<file path="config.mk">
export PLATFORM = sky130hd
export DESIGN_NAME = sensor_array_line_position_top_flat
export DESIGN_NICKNAME = d
export VERILOG_FILES = /design/src/rtl/salp_pkg.sv /design/src/rtl/salp_req_if.sv /design/src/rtl/salp_rsp_if.sv /design/src/rtl/salp_div.sv /design/src/rtl/sensor_array_line_position_top.sv /design/src/flat_wrapper.sv
export SDC_FILE = /design/constraint.sdc
export NUM_CORES = 1
export LEC_CHECK = 0
export CAP_MARGIN = 40
export CORE_ASPECT_RATIO = 1.25
export CORE_MARGIN = 5
export CORE_UTILIZATION = 50
export DETAILED_ROUTE_END_ITERATION = 12
export DONT_BUFFER_PORTS = 1
export GPL_TIMING_DRIVEN = 0
export PLACE_DENSITY = 0.74
export SETUP_SLACK_MARGIN = 0.1
export SLEW_MARGIN = 40
export SYNTH_ARGS = -nofsm -noshare
export SYNTH_HDL_FRONTEND = slang
export SYNTH_SLANG_ARGS = --single-unit
export TNS_END_PERCENT = 1
</file>
<file path="constraint.sdc">
create_clock -name clock -period 11.6 [get_ports clock]
set_input_delay 2.32 -clock clock [delete_from_list [all_inputs] [get_ports clock]]
set_output_delay 2.32 -clock clock [all_outputs]
set_load 0.01 [all_outputs]
</file>
<file path="src/rtl/salp_pkg.sv">
// Shared constants and types of the sensor array line position block.
// No dependencies; every other file of the block imports this package.
package salp_pkg;

   // Field widths of the channels and the configuration port.
   localparam int SAMPLE_W   = 12;
   localparam int POS_W      = 16;
   localparam int COUNT_W    = 5;
   localparam int CSR_IDX_W  = 2;
   localparam int CSR_DATA_W = 12;

   // Serial arithmetic: samples are multiplied one digit per cycle.
   localparam int DIGIT_W = 4;
   localparam int DIGITS  = SAMPLE_W / DIGIT_W;

   // Q1.15 output format.
   localparam int FRAC_W  = 15;
   localparam int Q15_ONE = 32768;
   localparam int Q15_MAX = 32767;

   localparam int MAX_SENSORS_DEF = 16;

   // Register reset values.
   localparam logic [SAMPLE_W-1:0] BOUND_A_RESET = 12'd0;
   localparam logic [SAMPLE_W-1:0] BOUND_B_RESET = 12'd4095;
   localparam logic                DARK_RESET    = 1'b1;
   localparam logic [COUNT_W-1:0]  COUNT_RESET   = 5'd8;

   typedef enum logic [CSR_IDX_W-1:0] {
      CSR_BOUND_A      = 2'd0,
      CSR_BOUND_B      = 2'd1,
      CSR_LINE_IS_DARK = 2'd2,
      CSR_SENSOR_COUNT = 2'd3
   } csr_index_type;

endpackage

</file>
<file path="src/rtl/salp_req_if.sv">
// Sample channel of the line position block: valid/ready with one raw sample.
// Depends on salp_pkg for the sample width.
interface salp_req_if import salp_pkg::*; ();
   logic                valid;
   logic                ready;
   logic [SAMPLE_W-1:0] sample;

   modport source (output valid, output sample, input ready);
   modport sink (input valid, input sample, output ready);
endinterface

</file>
<file path="src/rtl/salp_rsp_if.sv">
// Result channel of the line position block: valid/ready with one position.
// Depends on salp_pkg for the position width.
interface salp_rsp_if import salp_pkg::*; ();
   logic                    valid;
   logic                    ready;
   logic signed [POS_W-1:0] position;

   modport source (output valid, output position, input ready);
   modport sink (input valid, input position, output ready);
endinterface

</file>
<file path="src/rtl/salp_div.sv">
// Bit-serial restoring divider: one quotient bit per cycle, NUM_W bits in all.
// Depends on salp_pkg only through the common import convention.
module salp_div import salp_pkg::*; #(
   parameter int NUM_W = 36,
   parameter int DEN_W = 20
) (
   input  logic             clock,
   input  logic             reset,
   input  logic             start,
   input  logic [NUM_W-1:0] num_in,
   input  logic [DEN_W-1:0] den_in,
   output logic             done,
   output logic [NUM_W-1:0] quotient
);

   localparam int CNT_W = $clog2(NUM_W + 1);

   logic [DEN_W-1:0] rem_ff, rem_in;
   logic [NUM_W-1:0] quo_ff, quo_in;
   logic [DEN_W-1:0] den_ff;
   logic [CNT_W-1:0] cnt_ff, cnt_in;
   logic             busy_ff, busy_in;
   logic             done_ff, done_in;

   logic [DEN_W:0]   rem_sh;
   logic [DEN_W+1:0] diff;

   // The quotient register starts out holding the numerator; each step moves
   // its top bit into the remainder and a quotient bit in at the bottom.
   assign rem_sh = {rem_ff, quo_ff[NUM_W-1]};
   assign diff   = {1'b0, rem_sh} - {2'b00, den_ff};

   always_comb begin
      rem_in  = rem_ff;
      quo_in  = quo_ff;
      cnt_in  = cnt_ff;
      busy_in = busy_ff;
      done_in = 1'b0;
      if (start) begin
         rem_in  = '0;
         quo_in  = num_in;
         cnt_in  = '0;
         busy_in = 1'b1;
      end else if (busy_ff) begin
         if (diff[DEN_W+1]) begin
            rem_in = rem_sh[DEN_W-1:0];
            quo_in = {quo_ff[NUM_W-2:0], 1'b0};
         end else begin
            rem_in = diff[DEN_W-1:0];
            quo_in = {quo_ff[NUM_W-2:0], 1'b1};
         end
         cnt_in = cnt_ff + 1'b1;
         if (cnt_ff == CNT_W'(NUM_W - 1)) begin
            busy_in = 1'b0;
            done_in = 1'b1;
         end
      end
   end

   always_ff @(posedge clock) begin
      if (reset) begin
         busy_ff <= 1'b0;
         done_ff <= 1'b0;
         cnt_ff  <= '0;
      end else begin
         busy_ff <= busy_in;
         done_ff <= done_in;
         cnt_ff  <= cnt_in;
      end
   end

   always_ff @(posedge clock) begin
      rem_ff <= rem_in;
      quo_ff <= quo_in;
      if (start) begin
         den_ff <= den_in;
      end
   end

   assign done     = done_ff;
   assign quotient = quo_ff;

endmodule

</file>
<file path="src/rtl/sensor_array_line_position_top.sv">
// Top level of the sensor array line position block (weighted centroid).
// Depends on salp_pkg, salp_req_if, salp_rsp_if and salp_div.
//
// Usage:
//   req_ch carries one raw sample per item, in sensor order; rsp_ch carries
//   one Q1.15 position per completed frame of sensor_count samples, the
//   count saturated to 2..MAX_SENSORS. Both use valid/ready; an item moves
//   at a clock edge where both are high.
//   The csr_ port writes bound_a, bound_b, line_is_dark and sensor_count by
//   index; a write applies from the next sample on, also in mid-frame.
//   Each sample is remapped in its accept cycle, then multiplied by its
//   sensor weight one 4-bit digit at a time; no sample is taken meanwhile.
//   After the last sample of a frame the divisor product is formed and a
//   bit-serial divider produces one quotient bit per cycle over NUM_W =
//   15 + 13 + 2*clog2(MAX_SENSORS) bits (36 for 16 sensors). No sample is
//   taken until the position has moved into the output register.
//   The result sits in an output register, so the next frame's samples are
//   taken while it waits; a new result waits for that register to be free.
//   Synchronous reset loads the register defaults, clears the frame index and
//   both sums and empties the output register.
module sensor_array_line_position_top import salp_pkg::*; #(
   parameter int MAX_SENSORS = MAX_SENSORS_DEF
) (
   input  logic                  clock,
   input  logic                  reset,
   salp_req_if.sink              req_ch,
   salp_rsp_if.source            rsp_ch,
   input  logic                  csr_write_enable,
   input  logic [CSR_IDX_W-1:0]  csr_index,
   input  logic [CSR_DATA_W-1:0] csr_write_data
);

   localparam int IDX_W  = $clog2(MAX_SENSORS);
   localparam int CNT_W  = $clog2(MAX_SENSORS + 1);
   localparam int SAT_W  = (CNT_W > COUNT_W) ? CNT_W : COUNT_W;
   localparam int WT_W   = IDX_W + 1;
   localparam int P_W    = WT_W + SAMPLE_W;
   localparam int WSUM_W = SAMPLE_W + 1 + 2 * IDX_W;
   localparam int SUM_W  = SAMPLE_W + IDX_W;
   localparam int DEN_W  = SUM_W + IDX_W;
   localparam int NUM_W  = WSUM_W + FRAC_W;
   localparam int DIG_W  = $clog2(DIGITS);
   localparam int PROD_W = WT_W + DIGIT_W + 1;

   typedef enum logic [4:0] {
      ST_IDLE  = 5'b00001,
      ST_DIGIT = 5'b00010,
      ST_CLOSE = 5'b00100,
      ST_DIV   = 5'b01000,
      ST_PUSH  = 5'b10000
   } state_type;

   state_type state_ff, state_in;

   logic [SAMPLE_W-1:0] bound_a_ff, bound_b_ff;
   logic                dark_ff;
   logic [COUNT_W-1:0]  count_ff;

   logic [IDX_W-1:0]         index_ff, index_in;
   logic signed [WSUM_W-1:0] wsum_ff, wsum_in;
   logic [SUM_W-1:0]         ssum_ff, ssum_in;
   logic [DIG_W-1:0]         dig_ff, dig_in;
   logic                     last_ff;
   logic [IDX_W-1:0]         half_ff;
   logic [SAMPLE_W-1:0]      v_ff, v_sr_ff;
   logic signed [WT_W-1:0]   w_ff;
   logic signed [P_W-1:0]    p_ff, p_in;
   logic                     neg_ff;
   logic                     rsp_valid_ff, rsp_valid_in;
   logic signed [POS_W-1:0]  rsp_pos_ff;

   logic                accept;
   logic [SAT_W-1:0]    count_wide, n_sat;
   logic [CNT_W-1:0]    n_eff;
   logic [IDX_W-1:0]    half;
   logic                last;
   logic signed [WT_W-1:0] weight;
   logic [SAMPLE_W-1:0] lo, hi, clamped, shifted, v_new;
   logic [DIGIT_W-1:0]  digit;
   logic signed [PROD_W-1:0] prod;
   logic [WSUM_W-1:0]   w_mag;
   logic [SUM_W-1:0]    s_eff;
   logic [DEN_W-1:0]    den;
   logic [NUM_W-1:0]    num;
   logic                div_done;
   logic [NUM_W-1:0]    quotient;
   logic                rsp_free;
   logic signed [POS_W-1:0] pos_sat;

   assign accept = req_ch.valid && req_ch.ready;
   assign req_ch.ready = (state_ff == ST_IDLE);

   // Effective count, saturated to the supported range.
   always_comb begin
      count_wide = SAT_W'(count_ff);
      if (count_wide < SAT_W'(2)) begin
         n_sat = SAT_W'(2);
      end else if (count_wide > SAT_W'(MAX_SENSORS)) begin
         n_sat = SAT_W'(MAX_SENSORS);
      end else begin
         n_sat = count_wide;
      end
   end
   assign n_eff  = CNT_W'(n_sat);
   assign half   = IDX_W'(n_eff >> 1);
   assign last   = ((IDX_W + 1)'(index_ff) + 1'b1) >= (IDX_W + 1)'(n_eff);
   assign weight = $signed({1'b0, index_ff}) - $signed({1'b0, half});

   // Clamp to the ordered bounds, shift down and optionally invert.
   always_comb begin
      lo = (bound_a_ff < bound_b_ff) ? bound_a_ff : bound_b_ff;
      hi = (bound_a_ff < bound_b_ff) ? bound_b_ff : bound_a_ff;
      clamped = req_ch.sample;
      if (clamped < lo) begin
         clamped = lo;
      end
      if (clamped > hi) begin
         clamped = hi;
      end
      shifted = clamped - lo;
      v_new = dark_ff ? ((hi - lo) - shifted) : shifted;
   end

   // Horner product over the sample digits, most significant digit first.
   assign digit = v_sr_ff[SAMPLE_W-1 -: DIGIT_W];
   assign prod  = w_ff * $signed({1'b0, digit});
   assign p_in  = (p_ff <<< DIGIT_W) + P_W'(prod);

   assign w_mag = wsum_ff[WSUM_W-1] ? WSUM_W'(-wsum_ff) : WSUM_W'(wsum_ff);
   assign num   = {w_mag, FRAC_W'(0)};
   assign s_eff = (ssum_ff == '0) ? SUM_W'(1) : ssum_ff;
   assign den   = DEN_W'(s_eff) * DEN_W'(half_ff);

   salp_div #(
      .NUM_W (NUM_W),
      .DEN_W (DEN_W)
   ) u_div (
      .clock    (clock),
      .reset    (reset),
      .start    (state_ff == ST_CLOSE),
      .num_in   (num),
      .den_in   (den),
      .done     (div_done),
      .quotient (quotient)
   );

   // Saturate the magnitude quotient and apply the sign.
   always_comb begin
      if (neg_ff) begin
         if (quotient > NUM_W'(Q15_ONE)) begin
            pos_sat = $signed(POS_W'(Q15_ONE));
         end else begin
            pos_sat = $signed(-quotient[POS_W-1:0]);
         end
      end else begin
         if (quotient > NUM_W'(Q15_MAX)) begin
            pos_sat = $signed(POS_W'(Q15_MAX));
         end else begin
            pos_sat = $signed(quotient[POS_W-1:0]);
         end
      end
   end

   assign rsp_free = !rsp_valid_ff || rsp_ch.ready;

   always_comb begin
      state_in     = state_ff;
      index_in     = index_ff;
      wsum_in      = wsum_ff;
      ssum_in      = ssum_ff;
      dig_in       = dig_ff;
      rsp_valid_in = rsp_valid_ff;
      if (rsp_valid_ff && rsp_ch.ready) begin
         rsp_valid_in = 1'b0;
      end
      unique case (state_ff)
         ST_IDLE: begin
            if (accept) begin
               index_in = last ? '0 : IDX_W'(index_ff + 1'b1);
               dig_in   = '0;
               state_in = ST_DIGIT;
            end
         end
         ST_DIGIT: begin
            dig_in = dig_ff + 1'b1;
            if (dig_ff == DIG_W'(DIGITS - 1)) begin
               wsum_in  = wsum_ff + WSUM_W'(p_in);
               ssum_in  = ssum_ff + SUM_W'(v_ff);
               state_in = last_ff ? ST_CLOSE : ST_IDLE;
            end
         end
         ST_CLOSE: begin
            // The divider has taken both operands; the sums start over.
            wsum_in  = '0;
            ssum_in  = '0;
            state_in = ST_DIV;
         end
         ST_DIV: begin
            if (div_done) begin
               state_in = ST_PUSH;
            end
         end
         ST_PUSH: begin
            if (rsp_free) begin
               rsp_valid_in = 1'b1;
               state_in     = ST_IDLE;
            end
         end
         default: state_in = ST_IDLE;
      endcase
   end

   always_ff @(posedge clock) begin
      if (reset) begin
         state_ff     <= ST_IDLE;
         index_ff     <= '0;
         wsum_ff      <= '0;
         ssum_ff      <= '0;
         dig_ff       <= '0;
         rsp_valid_ff <= 1'b0;
         bound_a_ff   <= BOUND_A_RESET;
         bound_b_ff   <= BOUND_B_RESET;
         dark_ff      <= DARK_RESET;
         count_ff     <= COUNT_RESET;
      end else begin
         state_ff     <= state_in;
         index_ff     <= index_in;
         wsum_ff      <= wsum_in;
         ssum_ff      <= ssum_in;
         dig_ff       <= dig_in;
         rsp_valid_ff <= rsp_valid_in;
         if (csr_write_enable) begin
            unique case (csr_index_type'(csr_index))
               CSR_BOUND_A:      bound_a_ff <= csr_write_data;
               CSR_BOUND_B:      bound_b_ff <= csr_write_data;
               CSR_LINE_IS_DARK: dark_ff    <= csr_write_data[0];
               CSR_SENSOR_COUNT: count_ff   <= csr_write_data[COUNT_W-1:0];
               default:          dark_ff    <= dark_ff;
            endcase
         end
      end
   end

   // Payload registers.
   always_ff @(posedge clock) begin
      if (accept) begin
         v_ff    <= v_new;
         v_sr_ff <= v_new;
         w_ff    <= weight;
         last_ff <= last;
         p_ff    <= '0;
         if (last) begin
            half_ff <= half;
         end
      end else if (state_ff == ST_DIGIT) begin
         p_ff    <= p_in;
         v_sr_ff <= v_sr_ff << DIGIT_W;
      end
      if (state_ff == ST_CLOSE) begin
         neg_ff <= wsum_ff[WSUM_W-1];
      end
      if (state_ff == ST_PUSH && rsp_free) begin
         rsp_pos_ff <= pos_sat;
      end
   end

   assign rsp_ch.valid    = rsp_valid_ff;
   assign rsp_ch.position = rsp_pos_ff;

endmodule

</file>
<file path="src/flat_wrapper.sv">
// flat-port wrapper written by rule: the top's interface ports become plain ports
module sensor_array_line_position_top_flat import salp_pkg::*;
#(
   parameter int MAX_SENSORS = MAX_SENSORS_DEF
)
  (clock, reset, csr_write_enable, csr_index, csr_write_data, req_ch_valid, req_ch_sample, req_ch_ready, rsp_ch_valid, rsp_ch_position, rsp_ch_ready);
  salp_req_if req_ch_i ();
  salp_rsp_if rsp_ch_i ();
  input  logic clock;
  input  logic reset;
  input  logic csr_write_enable;
  input  logic [CSR_IDX_W-1:0] csr_index;
  input  logic [CSR_DATA_W-1:0] csr_write_data;
  input wire logic [$bits(req_ch_i.valid)-1:0] req_ch_valid;
  input wire logic [$bits(req_ch_i.sample)-1:0] req_ch_sample;
  output wire logic [$bits(req_ch_i.ready)-1:0] req_ch_ready;
  output wire logic [$bits(rsp_ch_i.valid)-1:0] rsp_ch_valid;
  output wire logic [$bits(rsp_ch_i.position)-1:0] rsp_ch_position;
  input wire logic [$bits(rsp_ch_i.ready)-1:0] rsp_ch_ready;
  assign req_ch_i.valid = req_ch_valid;
  assign req_ch_i.sample = req_ch_sample;
  assign req_ch_ready = req_ch_i.ready;
  assign rsp_ch_valid = rsp_ch_i.valid;
  assign rsp_ch_position = rsp_ch_i.position;
  assign rsp_ch_i.ready = rsp_ch_ready;
  sensor_array_line_position_top #(.MAX_SENSORS(MAX_SENSORS)) u_core (.clock(clock), .reset(reset), .req_ch(req_ch_i), .rsp_ch(rsp_ch_i), .csr_write_enable(csr_write_enable), .csr_index(csr_index), .csr_write_data(csr_write_data));
endmodule
</file>
==> metrics list <==
- Initial standard-cell utilization of the core: approximately half
* Boundary pin count: about 50
- The initial antenna violation count is 0.
- Final clock period utilization by the worst path: between 90% and 100%
- The die is roughly 180 µm wide.
* Number of placed cells counting well taps: approximately 2500
- Net switching power figure: roughly 0.0025 W
* Delay of the slowest cell on the worst path: roughly 0.50 ns
* Number of filler cells placed in the layout: 3153
* Via count of the first global-routing pass: 14700
* Die ar.: roughly 40000 µm²
- On the critical path, the stage with the largest delay is an instance of sky130_fd_sc_hd__or4_1.
- Busiest layer in global routing: met2
- The clock reaches the later pin of the worst-skew pair after around 0.55 ns.
- The congestion estimate from routability-driven global placement came to 0.928.
- Share of total power in the clock network: 14.6%
- The floorplan has slightly below 80 rows.
- The first TritonRoute pass finished after 7 iterations.
- In this run the clock root is driven by a sky130_fd_sc_hd__clkbuf_16.
* Synthesized instance count: about 2000
- Number of setup violations in the final report: 0
* Type of the worst setup path: flop to flop
- The floorplan step defined a core boundary enclosing 35400 µm².
- Fmax achieved: 94.1 MHz
- Height of the chip: 221 µm
- Global routing used between 20% and 30% of the available tracks.
- Run status: completed
* Sequential share of the synthesized area: between 30% and 40%
* Detailed placement HPWL: between 30000 and 40000 µm
* Transition time at the pin with the least slew margin: a little over 0.8 ns
- Count of nets after finishing: approximately 2300
* Slew Limit Headroom: between 40% and 50%
* Setup TNS: 0 ns
- Dividing total power by cell area gives a power density of 282 nW/µm².
- When the netlist entered floorplanning its net count stood at ~2300.
* Met3 track demand over resource: 2.37%
- Detailed routing inserted a total of 14400 vias.
* Via density per instance: approximately 5.7
- Yosys mapped the design onto between 70 and 80 distinct sky130hd cell types.
* Met1 Use GR: between 20 and 25%
- In this run the worst path has a maximum fanout of 10.
* Number of flops mapped to enable cells by yosys: about 90
- Antenna cells: 0
- After the first detailed-routing iteration, the DRC count stood at around 850.
- For this design the static power due to leakage is roughly 8.5 nW.
- Total gr overflow: 0
- Each instance of the synthesized netlist takes up on average just under 9 µm².
- Post-CTS Hold Buffers: 0
- Grouping stages by cell kind, the critical path spends the most delay in compound AO/OA/AOI/OAI gates.
- FFs w/ async S/R, synth: 0%
- The path class of the tightest hold or removal check is flop to flop.
- Yosys warnings: 0
- Global routing consumed, on the met2 layer, around two fifths of the routing resources.
- After synthesis the cells add up to around 18000 µm².
- Setup repair after global routing left no endpoint under its margin.
- Share of power burned in combinational logic: 66.0%
* Cell with the most instances on the worst path: sky130_fd_sc_hd__o21ai_0
- Deepest level of the CTS H-tree: 1
- Top FF cell, synth: sky130_fd_sc_hd__dfxtp_1
- Net switching is a little under half of the power.
* Portion of total power attributed to sequential cells: between 10% and 20%
- TritonCTS built the clock tree.
* CTS max path bufs: 3
* Clock sink count: 227
* Global-route wire length before repair: ~70000 µm
- P_int: 0.00295 W
- The number of max-slew violations in the final report is 0.
- Across the run, the number of max-cap violations was 0.
- In the final layout, the share of cells above drive strength 1 is just over 5%.
- The final layout contains routed wiring with a total length of 42000 µm.
* Non-Filler Instances: roughly 2500
- Routed wire length per instance: ~17 µm
- Once detail routing completed, the nets flagged for antenna violations numbered 0.
* Number of CTS-inserted buffers: 26
* IO buf count: 0
* Minimum period implied by the final worst setup slack: 10.63 ns
* Critical path capture point type: flop
* Total of flip-flops plus latches after synthesis: about 230
- Entering global routing, the biggest net connects 31 pins.
* Nature of the critical path startpoint: flop
* Number of endpoints with negative hold slack in the final report: 0
- Number of remaining DRC errors: 0
* Peak supply drop: between 0.0002 and 0.00025 V
- From synthesis to final layout, the design area changed by 8.13%.
- At the worst endpoint, the required time is approximately 12 ns.
- Arr. time, crit path: between 10 and 15 ns
* Setup clock skew after layout: 0.0128 ns
- Once the clock tree was built, the setup fixing pass inserted 0 buffers.
* Number of buffer and inverter stages on the critical path: 8
- Clk slew on worst S/H paths: ~0.060 ns
-- placed cells by master, fill, tap and decap left out, drive strengths merged, types with 33 or more instances in the layout --
| cell | count |
|---|---|
| inv | 184 |
| nand2 | 183 |
| nor2 | 180 |
| ha | 180 |
| dfxtp | 135 |
| o21ai | 127 |
| a21oi | 116 |
| edfxtp | 92 |
| clkbuf | 92 |
| xnor2 | 73 |
| fa | 71 |
| nand3 | 70 |
| mux2i | 56 |
| xor2 | 49 |
| and2 | 44 |
| nor3 | 33 |
-- per-stage QoR --
step | setup WS (ns) | hold WS (ns) | total power (W) | instance area (µm²) | util (%)
3_3_place_gp | 1.18 | 0.480 | 0.00449 | 18500 | 52.3
5_1_grt | 0.179 | 0.534 | 0.00595 | 19300 | 54.7
4_1_cts | 0.780 | 0.491 | 0.00544 | 19300 | 54.6
2_1_floorplan | 2.33 | 0.459 | 0.00385 | 17900 | -
3_5_place_dp | 0.827 | 0.483 | 0.00463 | 18500 | 52.3
6_report | 0.968 | 0.492 | 0.00545 | 19300 | 54.7
-- what timing repair did --
action,in CTS,in global routing
setup endpoints to repair,0,3
endpoints found under the hold margin,0,0
gates resized for setup,0,6
-- worst paths after layout --
path,start,end,slack [ns],depth (start not counted)
setup / recovery,u_core.bound_b_ff[9],u_core.v_sr_ff[11],0.97,46
hold / removal,u_core.p_ff[2],u_core.p_ff[2],0.49,2
setup reg to reg,u_core.bound_b_ff[9],u_core.v_sr_ff[11],0.97,46
hold reg to reg,u_core.p_ff[2],u_core.p_ff[2],0.49,2
-- per-layer routing --
| metal | share of wire, % | wire, µm |
|---|---|---|
| met2 | 51 | 21600 |
| met3 | 3.6 | 1520 |
| met4 | 3.5 | 1460 |
| met1 | 41 | 17400 |
| met5 | 0 | 0 |
-- power groups by stage --
stage,clock network [W],registers (W),logic [W]
after floorplan,0,0.00105,0.00280
after global placement,0,0.00107,0.00342
after detailed placement,0,0.00107,0.00355
after CTS,0.000812,0.00106,0.00357
after global routing,0.000839,0.00107,0.00403
final,0.000795,0.00106,0.00359
-- cell type report --
type | count | area (µm²) | area share (%)
Buffer | 70 | 304 | 1.57
Inverter | 185 | 694 | 3.59
Clock buffer | 37 | 722 | 3.73
Clock inverter | 11 | 97.6 | 0.505
Sequential cell | 227 | 5470 | 28.3
Tap cell | 474 | 593 | 3.07
Multi-Input combinational cell | 1540 | 11500 | 59.3
-- worst min-delay path, stage by stage, from the launching register on --
cell	delay [ns]
sky130_fd_sc_hd__dfxtp_1	0.33
sky130_fd_sc_hd__nand2_1	0.06
sky130_fd_sc_hd__o21ai_0	0.06
-- registers in the layout (all words and copies together) (netlist names), 2 cells and up --
register,cells
u_core.bound_a_ff,12
u_core.bound_b_ff,12
u_core.count_ff,5
u_core.dig_ff,2
u_core.half_ff,4
u_core.index_ff,4
u_core.p_ff,13
u_core.rsp_ch.position,16
u_core.ssum_ff,16
u_core.state_ff,5
u_core.u_div.cnt_ff,6
u_core.u_div.den_ff,20
u_core.u_div.quotient,36
u_core.u_div.rem_ff,20
u_core.v_ff,12
u_core.v_sr_ff,12
u_core.w_ff,5
u_core.wsum_ff,21
-- logic make-up (layout without fill, tap and decap cells) --
group / count (synthesis) / in the layout / synth area share [%]
flip-flops: 227 / 227 / 30.6
buffers and inverters: 255 / 303 / 5.56
AO/OA/AOI/OAI: 428 / 428 / 15.0
multiplexers: 85 / 85 / 4.96
adder cells (fa/ha/maj): 251 / 251 / 20.5
AND/OR/NAND/NOR: 654 / 654 / 17.4
XOR/XNOR: 122 / 122 / 5.97
-- cells in the mapped netlist, types with 5 or more instances --
cell                       instances  area [µm²]
sky130_fd_sc_hd__inv_1           184         691
sky130_fd_sc_hd__nand2_1         182         683
sky130_fd_sc_hd__ha_1            180        2250
sky130_fd_sc_hd__nor2_1          180         676
sky130_fd_sc_hd__dfxtp_1         135        2700
sky130_fd_sc_hd__o21ai_0         123         616
sky130_fd_sc_hd__a21oi_1         116         581
sky130_fd_sc_hd__edfxtp_1         92        2760
sky130_fd_sc_hd__xnor2_1          73         639
sky130_fd_sc_hd__fa_1             71        1420
sky130_fd_sc_hd__nand3_1          70         350
sky130_fd_sc_hd__mux2i_1          56         561
sky130_fd_sc_hd__clkbuf_1         54         203
sky130_fd_sc_hd__xor2_1           49         429
sky130_fd_sc_hd__and2_1           44         275
sky130_fd_sc_hd__nor3_1           33         165
sky130_fd_sc_hd__mux2_2           29         327
sky130_fd_sc_hd__nor2b_1          28         175
sky130_fd_sc_hd__nand2b_1         25         156
sky130_fd_sc_hd__a21o_1           23         173
sky130_fd_sc_hd__a31oi_1          23         144
sky130_fd_sc_hd__o21a_1           23         173
sky130_fd_sc_hd__or3_1            21         131
sky130_fd_sc_hd__a211o_1          16         140
sky130_fd_sc_hd__o21bai_1         16         120
sky130_fd_sc_hd__and3_1           14        87.6
sky130_fd_sc_hd__nor4_1           11        68.8
sky130_fd_sc_hd__o31ai_1          11        82.6
sky130_fd_sc_hd__buf_1             8        30.0
sky130_fd_sc_hd__nand4_1           8        50.1
sky130_fd_sc_hd__o211ai_1          8        60.1
sky130_fd_sc_hd__or2_2             8        50.1
sky130_fd_sc_hd__nand3b_1          7        52.6
sky130_fd_sc_hd__a211oi_1          6        45.0
sky130_fd_sc_hd__nor3b_1           6        45.0
sky130_fd_sc_hd__o41ai_1           6        52.6
sky130_fd_sc_hd__a21boi_0          5        37.5
sky130_fd_sc_hd__a22o_1            5        43.8
sky130_fd_sc_hd__a31o_2            5        43.8
sky130_fd_sc_hd__o311ai_1          5        43.8
sky130_fd_sc_hd__or4_1             5        37.5
Power figures use the tool's default switching activity.
